[config.mk]
export PLATFORM = sky130hd
export DESIGN_NAME = fixed_polynomial_residual
export DESIGN_NICKNAME = d
export VERILOG_FILES = /design/src/design/fpr_pkg.sv /design/src/design/fixed_polynomial_residual.sv /design/src/design/fpr_history.sv /design/src/design/fpr_predict.sv
export SDC_FILE = /design/constraint.sdc
export NUM_CORES = 1
export LEC_CHECK = 0
export BUFFER_PORTS_ARGS = -buffer_cell sky130_fd_sc_hd__buf_2
export CAP_MARGIN = 5
export CORE_UTILIZATION = 58
export CTS_BUF_LIST = sky130_fd_sc_hd__clkbuf_2
export CTS_CLUSTER_SIZE = 40
export DETAILED_ROUTE_END_ITERATION = 7
export GPL_TIMING_DRIVEN = 1
export PLACE_DENSITY = 0.75
export SYNTH_ARGS = -nofsm -noshare
export SYNTH_HDL_FRONTEND = slang
export SYNTH_SLANG_ARGS = --single-unit
[constraint.sdc]
create_clock -name i_clk -period 4.95 [get_ports i_clk]
set_input_delay 0.495 -clock i_clk [delete_from_list [all_inputs] [get_ports i_clk]]
set_output_delay 0.495 -clock i_clk [all_outputs]
set_load 0.02 [all_outputs]
[src/design/fpr_pkg.sv]
// ----------------------------------------------------------------------------
// fpr_pkg
// Shared types and constants for the fixed polynomial residual block.
// ----------------------------------------------------------------------------
package fpr_pkg;

    // Sample width, fixed by the item format
    localparam int SAMPLE_BITS = 8;

    typedef logic signed [SAMPLE_BITS-1:0] t_sample;
    typedef logic [1:0]                    t_order;

    // Predictor select codes
    localparam t_order ORDER_AVG = 2'd0;
    localparam t_order ORDER_1   = 2'd1;
    localparam t_order ORDER_2   = 2'd2;
    localparam t_order ORDER_3   = 2'd3;

    // History terms seen by the predictor, newest first, zero where missing
    typedef struct packed {
        t_sample s1;
        t_sample s2;
        t_sample s3;
    } t_terms;

endpackage

[src/design/fixed_polynomial_residual.sv]
// ----------------------------------------------------------------------------
// fixed_polynomial_residual
// Path: an accepted sample is held in the input register, then passes
// through the predictor logic into the result register, from which it is taken.
// Throughput: one item per cycle while no stall is held; input register, then
// predictor logic into the result register, with stall passed back stage by stage.
// Reset: synchronous, active low; history and position cleared, order = 1.
// ----------------------------------------------------------------------------
module fixed_polynomial_residual (
    input  logic             i_clk,
    input  logic             i_rst_n,
    // configuration
    input  logic             i_cfg_wr_en,
    input  fpr_pkg::t_order  i_cfg_wr_data,
    // input items
    input  logic             i_in_valid,
    output logic             o_in_stall,
    input  fpr_pkg::t_sample i_sample,
    input  logic             i_block_start,
    // result items
    output logic             o_out_valid,
    input  logic             i_out_stall,
    output fpr_pkg::t_sample o_residual
);
    import fpr_pkg::*;

    t_order  r_order;
    logic    r_in_valid;
    t_sample r_x;
    t_terms  r_terms;
    logic    r_out_valid;
    t_sample r_residual;

    logic    out_free;
    logic    in_accept;
    t_terms  terms;
    t_sample n_residual;

    // stage handshake
    assign out_free   = !r_out_valid || !i_out_stall;
    assign o_in_stall = r_in_valid && !out_free;
    assign in_accept  = i_in_valid && !o_in_stall;

    // order register
    always_ff @(posedge i_clk) begin
        if (!i_rst_n) begin
            r_order <= ORDER_1;
        end else if (i_cfg_wr_en) begin
            r_order <= i_cfg_wr_data;
        end
    end

    fpr_history u_history (
        .i_clk         (i_clk),
        .i_rst_n       (i_rst_n),
        .i_accept      (in_accept),
        .i_sample      (i_sample),
        .i_block_start (i_block_start),
        .o_terms       (terms)
    );

    // input register: sample and its history terms
    always_ff @(posedge i_clk) begin
        if (!i_rst_n) begin
            r_in_valid <= 1'b0;
        end else if (!o_in_stall) begin
            r_in_valid <= i_in_valid;
        end
    end

    always_ff @(posedge i_clk) begin
        if (in_accept) begin
            r_x     <= i_sample;
            r_terms <= terms;
        end
    end

    fpr_predict u_predict (
        .i_order    (r_order),
        .i_sample   (r_x),
        .i_terms    (r_terms),
        .o_residual (n_residual)
    );

    // result register
    always_ff @(posedge i_clk) begin
        if (!i_rst_n) begin
            r_out_valid <= 1'b0;
        end else if (out_free) begin
            r_out_valid <= r_in_valid;
        end
    end

    always_ff @(posedge i_clk) begin
        if (out_free && r_in_valid) begin
            r_residual <= n_residual;
        end
    end

    assign o_out_valid = r_out_valid;
    assign o_residual  = r_residual;

endmodule

[src/design/fpr_history.sv]
// ----------------------------------------------------------------------------
// fpr_history
// Holds the last three samples and the position in the block; gives the
// history terms for the item being accepted, with missing terms zeroed.
// ----------------------------------------------------------------------------
module fpr_history (
    input  logic             i_clk,
    input  logic             i_rst_n,
    input  logic             i_accept,
    input  fpr_pkg::t_sample i_sample,
    input  logic             i_block_start,
    output fpr_pkg::t_terms  o_terms
);
    import fpr_pkg::*;

    t_sample    r_hist [3];
    logic [1:0] r_position;
    logic [1:0] n_position;
    logic [1:0] pos;

    // block start discards earlier samples for this item
    assign pos = i_block_start ? 2'd0 : r_position;

    always_comb begin
        o_terms.s1 = (pos >= 2'd1) ? r_hist[0] : '0;
        o_terms.s2 = (pos >= 2'd2) ? r_hist[1] : '0;
        o_terms.s3 = (pos == 2'd3) ? r_hist[2] : '0;
    end

    // position saturates at three
    assign n_position = (pos == 2'd3) ? 2'd3 : pos + 2'd1;

    always_ff @(posedge i_clk) begin
        if (!i_rst_n) begin
            r_hist[0]  <= '0;
            r_hist[1]  <= '0;
            r_hist[2]  <= '0;
            r_position <= 2'd0;
        end else if (i_accept) begin
            r_hist[2]  <= r_hist[1];
            r_hist[1]  <= r_hist[0];
            r_hist[0]  <= i_sample;
            r_position <= n_position;
        end
    end

endmodule

[src/design/fpr_predict.sv]
// ----------------------------------------------------------------------------
// fpr_predict
// Forms the prediction for the selected order and the wrapped residual.
// ----------------------------------------------------------------------------
module fpr_predict (
    input  fpr_pkg::t_order  i_order,
    input  fpr_pkg::t_sample i_sample,
    input  fpr_pkg::t_terms  i_terms,
    output fpr_pkg::t_sample o_residual
);
    import fpr_pkg::*;

    t_sample half1;
    t_sample half2;
    t_sample pred;

    // halves truncated toward zero: bias negatives by one before the shift
    assign half1 = (i_terms.s1 + t_sample'(i_terms.s1[SAMPLE_BITS-1])) >>> 1;
    assign half2 = (i_terms.s2 + t_sample'(i_terms.s2[SAMPLE_BITS-1])) >>> 1;

    // prediction, all terms wrap at sample width
    always_comb begin
        unique case (i_order)
            ORDER_1: pred = i_terms.s1;
            ORDER_2: pred = (i_terms.s1 <<< 1) - i_terms.s2;
            ORDER_3: pred = i_terms.s1 + (i_terms.s1 <<< 1)
                          - i_terms.s2 - (i_terms.s2 <<< 1) + i_terms.s3;
            default: pred = half1 + half2;
        endcase
    end

    // average predictor takes the opposite sign convention
    assign o_residual = (i_order == ORDER_AVG) ? i_sample - pred : pred - i_sample;

endmodule
==> run metrics, run 1 <==
status completed; Hold Fails Final Rpt 0; Die ar. 9210 µm²; Synth area leaders edfxtp_1 (38%), ha_1 (12%), fa_1 (9.8%); row count 33; Worst R2R Path Depth 22; worst-margin pin slew 977 ps; Post-DP HPWL 8120 µm; register share of total power 0.391; GR Overflow Total 0; register clock-pin slew on the reported worst setup and hold paths 220 ps; Tcrit/Tclk final 0.973; post-synth design cell area 5120 µm²; Worst Path Required 5220 ps; Worst Setup End Kind flop; clock network power share 0.214; most common cell after layout, fill and taps aside inv_1; Comb power frac 0.395; port bufs 25; Mean Syn Cell Area 10.7 µm²; post-route setup TNS 0 ps; CTS H-tree depth 3; via count 3,499; Leak Pwr 2.59 nW; Net Count, Synth 569; number of synthesized register bits 70; RSZ-0062 raised after global routing true; worst hold path class in2reg; Final setup viols 0; DR vias/cell 5.53; reg2reg start r_terms[10]; Ys Warns 0; drt initial violations 250; Starting Density 0.611; CTS buffer count 9; worst vdd ir 283 µV; pwr dens 325 nW/µm²; Non-Filler Instances 633; Routed WL per cell 16.7 µm; first-pass GRT wire length 16,800 µm; largest net degree at the start of global routing 35; initial antenna violation count 0; Rel. slew slack 0.347; Yosys top cell area share 0.375; post-place instance area 5390 µm²; gr usage total 0.251; Slew Limit Fails 0; launch point of the worst path r_terms[10]; insertion delay to the later sink of the worst-skew pair 530 ps; cells after synthesis 480; clock sinks 70; Reg2Reg Capture Point o_residual[7]; CP Max Fanout 2; NetSw 0.644 mW; crit path to o_residual[7]; Pre-antenna DRT Iters 4; Power, Total 1.87 mW; Clock Skew 40.7 ps; async set-reset flop share out of synthesis 0; design area 5760 µm²; Post-DRT Antenna Nets 0; die height 96.0 µm; Worst Setup Start Kind flop; die width 96.0 µm; Core Area 8380 µm²; internal power 1.23 mW; clk buf depth 2; Max Cap Viol 0; routability cong. 0.889; commonest non-fill, non-tap cells in the layout inv_1 (79), edfxtp_1 (64), and2_1 (44), ha_1 (41), xnor2_1 (26); Post-synth EDFFs 64; WP data arrival 5090 ps; clock tree from TritonCTS yes; clk root buf clkbuf_2; sequential area share after synthesis 0.399; Ports 26; critical path class reg2reg; total wire length 10,600 µm; Distinct cells, synth 48; Fmax 208 MHz; Sw Share 0.344; layout cell share with drive strength beyond 1 0.170; fin nets 612; Placed Instances 609; ANT cells 0; Post-synth top flop edfxtp_1; vias in the first global route 3,610; post-layout min period 4820 ps; top cell type by total area after synthesis edfxtp_1; # DRC 0; flop-to-flop setup slack 130 ps; area growth from synthesis to layout 12.4%
state kept, by name, indices dropped and copies added (netlist names):
| register | flops |
|---|---|
| r_order | 2 |
| o_out_valid | 1 |
| u_history.r_position | 2 |
| r_terms | 24 |
| u_history.r_hist | 24 |
| r_x | 8 |
| o_residual | 8 |
| r_in_valid | 1 |
cells by family after synthesis:
group	Yosys count	synth area share
buf+inv	90	0.0696
flops	70	0.399
compound gates	86	0.110
xor+xnor	32	0.0547
mux	9	0.0232
fa+ha+maj	73	0.215
simple gates	120	0.129
metrics by stage:
step	setup slack (ps)	utilization	hold WS [ps]
2_1_floorplan	256	-	466
3_3_place_gp	195	0.643	477
3_5_place_dp	55.7	0.643	504
4_1_cts	20.9	0.661	114
5_1_grt	-62.4	0.687	59.8
6_report	132	0.687	147
critical path, stage by stage, from the launching register on:
cell	delay (ps)
edfxtp_1	480
buf_6	150
fa_1	480
inv_1	50
fa_1	480
inv_1	50
fa_2	540
inv_1	50
ha_1	280
a21o_1	160
a21oi_2	150
xnor2_1	150
nand2_1	90
o311ai_2	100
o21a_1	180
buf_4	110
ha_2	160
nor3_1	50
a21oi_1	230
o32ai_4	130
buf_4	150
a211o_1	260
xnor2_1	120
per-layer routing:
layer  part of all wire  GRT usage  vias up  routed length (µm)
met5                  0          0        -                   0
met4              0.026     0.0933        0                 276
met3              0.055     0.0537       21                 579
met2               0.50      0.439       77                5300
met1               0.42      0.302     1689                4400
li1                   -          -     1712                   -
power by group through the flow:
stage	clock network [mW]	registers (mW)	logic, mW
floorplan	0	0.745	0.484
global placement	0	0.742	0.613
detailed placement	0	0.743	0.636
CTS	0.408	0.730	0.640
global route	0.439	0.736	0.824
finish	0.400	0.731	0.738
worst min path at each step:
stage                       startpoint                       to  slack [ps]  cells past startpoint
6_report                   i_sample[7]                   r_x[7]         150                      1
5_1_grt                    i_sample[6]                   r_x[6]          60                      1
4_1_cts                    i_sample[7]                   r_x[7]         110                      1
3_5_place_dp   u_history.r_position[1]  u_history.r_position[1]         500                      2
3_3_place_gp   u_history.r_position[1]  u_history.r_position[1]         480                      2
2_1_floorplan  u_history.r_position[1]  u_history.r_position[1]         470                      2
cell usage after synthesis (2+ instances only):
cell type / number
mux2i_1: 4
and3_1: 10
or2_2: 2
o211ai_1: 4
fa_1: 25
mux2_2: 3
ha_1: 48
a31oi_1: 3
inv_1: 80
o311ai_0: 2
xor2_1: 6
nor3_1: 5
mux4_2: 2
o21bai_1: 6
clkbuf_1: 6
and2b_1: 2
dfxtp_1: 6
a211o_1: 3
a21o_1: 7
and2_1: 44
o22ai_1: 3
or3_1: 2
nand2_1: 18
nand3_1: 4
o21ai_0: 13
nor2_1: 17
o21a_1: 7
nor2b_1: 12
buf_6: 2
a21boi_0: 2
edfxtp_1: 64
xnor2_1: 26
a21oi_1: 27
cell type report:
cell class | instances | area [µm²]
clock buffer | 9 | 45.0
clock inverter | 7 | 104
fill | 633 | 2620
inverter | 81 | 304
multi-input combinational | 320 | 2880
sequential | 70 | 2040
tap | 105 | 131
timing repair buffer | 41 | 256
timing repair:
action                     in CTS  in global routing
setup buffers                   0                  8
resized for setup               0                 35
setup endpoints to repair       0                  2
hold buffers                    0                  0
Note: power is estimated with default switching activity, not from simulation.
==> inputs of run 2 (changes only) <==
--- a/config.mk
+++ b/config.mk
@@ -7,6 +7,7 @@
 export LEC_CHECK = 0
 export BUFFER_PORTS_ARGS = -buffer_cell sky130_fd_sc_hd__buf_2
 export CAP_MARGIN = 5
+export CORE_MARGIN = 2
 export CORE_UTILIZATION = 58
 export CTS_BUF_LIST = sky130_fd_sc_hd__clkbuf_2
 export CTS_CLUSTER_SIZE = 40
==> run 2 against run 1 <==
  * Clock skew rose by 6.2 ps
  * Critical path type unchanged
  * Global-route usage fell by 2.7 points
  * Highest routed layer unchanged
  * Worst hold slack got worse by 4.9 ps
  * Sequential power barely moved
==> run metrics, run 2 (synthesis gave the netlist of run 1 again) <==
status completed; # DRC 0; Core Area 8640 µm²; utilization after layout 0.643; fin nets 607; Worst R2R Path Depth 19; Sequential cell area 2040 µm²; Ports 26; die height 98.0 µm; Final setup viols 0; area of the multi-input gates 2760 µm²; busiest grt layer met2; CP Max Fanout 3; biggest registers after layout r_terms x24, u_history.r_hist x24; clk root buf clkbuf_2; Pre-antenna DRT Iters 4; hold_buf cts 0; via count 3,412; met1 Resource Use GR 0.291; Worst Setup End Kind flop; die width 98.0 µm; CTS buffer count 9; ANT cells 0; GR Overflow Total 0; Post-DP HPWL 7890 µm; vias in the first global route 3,453; critical path class reg2reg; flop-to-flop setup slack 190 ps; Clock Skew 46.9 ps; first-pass GRT wire length 16,700 µm; register clock-pin slew on the reported worst setup and hold paths 240 ps; clock tree from TritonCTS yes; clk buf depth 2; Die ar. 9600 µm²; crit path to o_residual[6]; worst-margin pin slew 1010 ps; Worst Path Required 5260 ps; worst vdd ir 207 µV; initial antenna violation count 0; Rel. slew slack 0.328; Reg2Reg Capture Point o_residual[6]; pwr dens 308 nW/µm²; Leak Pwr 2.53 nW; Worst Setup Start Kind flop; layout filler cell count 701; drt initial violations 204; RSZ-0062 raised after global routing true; Fmax 210 MHz; launch point of the worst path r_terms[8]; gr usage total 0.224; post-layout min period 4760 ps; WP data arrival 5070 ps; Slew Limit Fails 0; worst hold path class in2reg; DR vias/cell 5.41; CTS H-tree depth 3; port bufs 25; Starting Density 0.593; area growth from synthesis to layout 8.42%; Routed WL per cell 16.2 µm; insertion delay to the later sink of the worst-skew pair 530 ps; post-route setup TNS 0 ps; most common cell after layout, fill and taps aside inv_1; reg2reg start r_terms[8]; routability cong. 0.883; commonest non-fill, non-tap cells in the layout inv_1 (80), edfxtp_1 (64), ha_1 (47), and2_1 (44), xnor2_1 (26); row count 34; largest net degree at the start of global routing 34; Max Cap Viol 0; Hold Fails Final Rpt 0; met3 usage 0.0487; Post-DRT Antenna Nets 0; clock sinks 70; layout cell share with drive strength beyond 1 0.138; total wire length 10,200 µm; Tcrit/Tclk final 0.962; met2 global-route usage 0.376
[run 2: cell count changes in the layout (fill, tap and decap cells not counted), sizes merged]
cell / previous run / this run
buf: 41 / 36
inv: 83 / 84
clkinvlp: 0 / 2
clkinv: 3 / 2
bufinv: 2 / 0
[run 2: final cells by class]
cell class              instances  share of cell area
clock buffers                   9             0.00811
clock inverters                 7              0.0110
inverters                      81              0.0547
multi-input cells             320               0.497
flip-flops and latches         70               0.368
well taps                     108              0.0243
repair buffers                 36              0.0374
[run 2: metrics by stage]
step,hold slack (ps),instances,power (mW),setup slack [ps],cell area [µm²]
floorplan,466,480,1.23,256,5120
global placement,480,612,1.35,245,5390
detailed placement,494,612,1.37,139,5390
CTS,110,628,1.69,151,5500
global route,89.0,631,1.83,-31.6,5560
finish,142,631,1.71,186,5560
[run 2: worst min path at each step]
| stage | startpoint | endpoint | cells past startpoint |
|---|---|---|---|
| 6_report | i_sample[3] | r_x[3] | 1 |
| 5_1_grt | i_sample[1] | r_x[1] | 1 |
| 4_1_cts | i_sample[3] | r_x[3] | 1 |
| 3_5_place_dp | r_in_valid | o_out_valid | 2 |
| 3_3_place_gp | u_history.r_position[1] | u_history.r_position[1] | 2 |
| 2_1_floorplan | u_history.r_position[1] | u_history.r_position[1] | 2 |
[run 2: critical path, stage by stage, from the launching register on]
cell	delay, ps
edfxtp_1	490
ha_1	310
inv_1	50
fa_1	490
inv_1	50
fa_1	490
inv_1	40
ha_1	220
inv_1	80
fa_1	390
mux2_2	280
mux2i_2	190
inv_1	90
ha_1	200
mux2i_2	210
a21oi_1	110
a211o_1	310
a211o_1	330
a21oi_2	150
xnor2_1	80
[run 2: power by group]
| group | switching, mW | total (mW) | internal [mW] | leakage, nW |
|---|---|---|---|---|
| Clock | 0.242 | 0.318 | 0.0758 | 0.0614 |
| Sequential | 0.0310 | 0.729 | 0.698 | 0.714 |
| Combinational | 0.357 | 0.666 | 0.309 | 1.76 |
[run 2: layer usage]
metal  up-vias  part of all wire
met2        69              0.49
met1      1618              0.45
met5         -                 0
li1       1708                 -
met4         0             0.020
met3        17             0.046
[run 2: what timing repair did]
item / 4_1_cts / 5_1_grt
gates resized for setup: 0 / 8
endpoints found under the setup margin: 0 / 2
setup buffers: 0 / 3
==> inputs of run 3 (changes only) <==
--- a/config.mk
+++ b/config.mk
@@ -8,12 +8,12 @@
 export BUFFER_PORTS_ARGS = -buffer_cell sky130_fd_sc_hd__buf_2
 export CAP_MARGIN = 5
 export CORE_MARGIN = 2
-export CORE_UTILIZATION = 58
+export CORE_UTILIZATION = 60
 export CTS_BUF_LIST = sky130_fd_sc_hd__clkbuf_2
 export CTS_CLUSTER_SIZE = 40
 export DETAILED_ROUTE_END_ITERATION = 7
 export GPL_TIMING_DRIVEN = 1
-export PLACE_DENSITY = 0.75
+export PLACE_DENSITY = 0.74
 export SYNTH_ARGS = -nofsm -noshare
 export SYNTH_HDL_FRONTEND = slang
 export SYNTH_SLANG_ARGS = --single-unit
==> constraint.sdc (replaced) <==
create_clock -name i_clk -period 5.3 [get_ports i_clk]
set_input_delay 0.53 -clock i_clk [delete_from_list [all_inputs] [get_ports i_clk]]
set_output_delay 0.53 -clock i_clk [all_outputs]
set_load 0.02 [all_outputs]
==> run 3 against run 2 <==
  * Via count about the same
  * Worst setup slack improved by 97 ps
  * Critical endpoint is now o_residual[7]
  * Sequential power fell by 6.0%
  * Power fell by 7.9%
  * Die area down 3.2%
  * Global-route usage is 1.0 points higher
  * Worst hold slack improved by 62 ps
  * Clock skew shrank 1.3 ps
  * Critical path type unchanged
  * First-iteration DRC count down 29%
  * Core utilization grew 1.7 points
  * Critical path depth grew 1
  * Sequential cell count did not move
==> run metrics, run 3 (synthesis gave the netlist of run 1 again) <==
GR Overflow Total 0; largest net degree at the start of global routing 35; area growth from synthesis to layout 6.42%; clock tree from TritonCTS yes; Core Area 8260 µm²; worst hold path class in2reg; Worst Setup Start Kind flop; Worst Path Required 5580 ps; cell mode on critical path inv_1; Die ar. 9290 µm²; post-layout min period 5020 ps; Fmax 199 MHz; total wire length 9970 µm; critical-path cell with the highest stage delay edfxtp_1; clk buf depth 2; Starting Density 0.620; Max Cap Viol 0; Final Worst Setup Slack 282 ps; status completed; critical path class reg2reg; WP data arrival 5300 ps; critical path's largest stage delay 570 ps; first-pass GRT wire length 16,100 µm; ANT cells 0; biggest registers after layout r_terms x24, u_history.r_hist x24; RSZ-0062 raised after global routing false; insertion delay to the later sink of the worst-skew pair 520 ps; clk root buf clkbuf_2; utilization after layout 0.660; drt initial violations 145; fin nets 598; Rel. slew slack 0.327; layout cell share with drive strength beyond 1 0.105; layout filler cell count 680; CTS buffer count 9; Routed WL per cell 16.1 µm; Clock Skew 45.6 ps; Hold Fails Final Rpt 0; register clock-pin slew on the reported worst setup and hold paths 210 ps; crit path cell chain fa_1, inv_1, fa_1, inv_1, fa_1, inv_1, ha_1, a21o_1, a21oi_1, xnor2_1, nand2_1, o311ai_0, o21a_1, inv_1, ha_1, and2_1, o32ai_2, nor2_1, a211o_1, xnor2_1; Setup Buffers After CTS 0; Ports 26; CP Max Fanout 6; Leak Pwr 2.50 nW; most common cell after layout, fill and taps aside inv_1; vias in the first global route 3,386; Power, Total 1.58 mW; Post-DP HPWL 7810 µm; Post-DRT Antenna Nets 0; # DRC 0; pwr dens 290 nW/µm²; hold_buf cts 0; Final setup viols 0; DR vias/cell 5.52; Pre-antenna DRT Iters 4; Place WS 265 ps; initial antenna violation count 0; die height 96.4 µm; worst-margin pin slew 1010 ps; post_cts resized 0; Tcrit/Tclk final 0.947; Slew Limit Fails 0; gr usage total 0.234; row count 33; commonest non-fill, non-tap cells in the layout inv_1 (80), edfxtp_1 (64), ha_1 (48), and2_1 (44), a21oi_1 (27); port bufs 25; worst vdd ir 176 µV; post-route setup TNS 0 ps; routability cong. 0.893; die width 96.4 µm; Worst Setup End Kind flop; via count 3,414; clock sinks 70; CTS H-tree depth 3
## run 3: cell types whose count changed in the layout (fill, tap and decap cells not counted), sizes merged
| cell | previous run | this run |
|---|---|---|
| buf | 36 | 27 |
| inv | 84 | 80 |
| clkinvlp | 2 | 0 |
| clkinv | 2 | 7 |
| bufinv | 0 | 1 |
## run 3: layout make-up
cell class / instances / area [µm²] / share of cell area
Clock buffer: 9 / 45.0 / 0.00826
Clock inverter: 7 / 65.1 / 0.0119
Inverter: 81 / 304 / 0.0558
Multi-Input combinational cell: 320 / 2730 / 0.500
Sequential cell: 70 / 2040 / 0.374
Tap cell: 105 / 131 / 0.0241
Timing Repair Buffer: 27 / 140 / 0.0257
## run 3: worst paths after layout
| kind | endpoint | startpoint | slack (ps) | cells past startpoint |
|---|---|---|---|---|
| worst max register to register | o_residual[7] | r_terms[9] | 280 | 20 |
| worst min-delay path | r_x[3] | i_sample[3] | 200 | 1 |
| worst min register to register | u_history.r_position[1] | u_history.r_position[1] | 520 | 2 |
| worst max-delay path | o_residual[7] | r_terms[9] | 280 | 20 |
## run 3: critical path, delay by kind of cell, from the launching register on
family / cells / cell delay (ps)
DFF: 1 / 570
buffers and inverters: 4 / 210
xor gates and xnor gates: 2 / 270
AOI/OAI and AO/OA: 6 / 1370
adders and majority gates: 5 / 2050
and+or+nand+nor: 3 / 320
## run 3: metal layers
layer | vias to the layer above | global-route usage | part of all wire | wire, µm
li1 | 1686 | - | - | -
met1 | 1650 | 0.309 | 0.46 | 4570
met2 | 62 | 0.387 | 0.49 | 4860
met3 | 16 | 0.0427 | 0.031 | 308
met4 | 0 | 0.0892 | 0.023 | 227
met5 | - | 0 | 0 | 0
## run 3: stage by stage
step	cell area [µm²]	hold slack (ps)	cells
detailed placement	5340	494	603
global placement	5340	479	603
floorplan	5120	466	480
finish	5450	204	619
CTS	5450	140	619
global route	5450	135	619
## run 3: power breakdown
part	internal (mW)	switching, mW	total, mW
Combinational	0.268	0.318	0.587
Sequential	0.652	0.0328	0.685
Clock	0.106	0.201	0.307
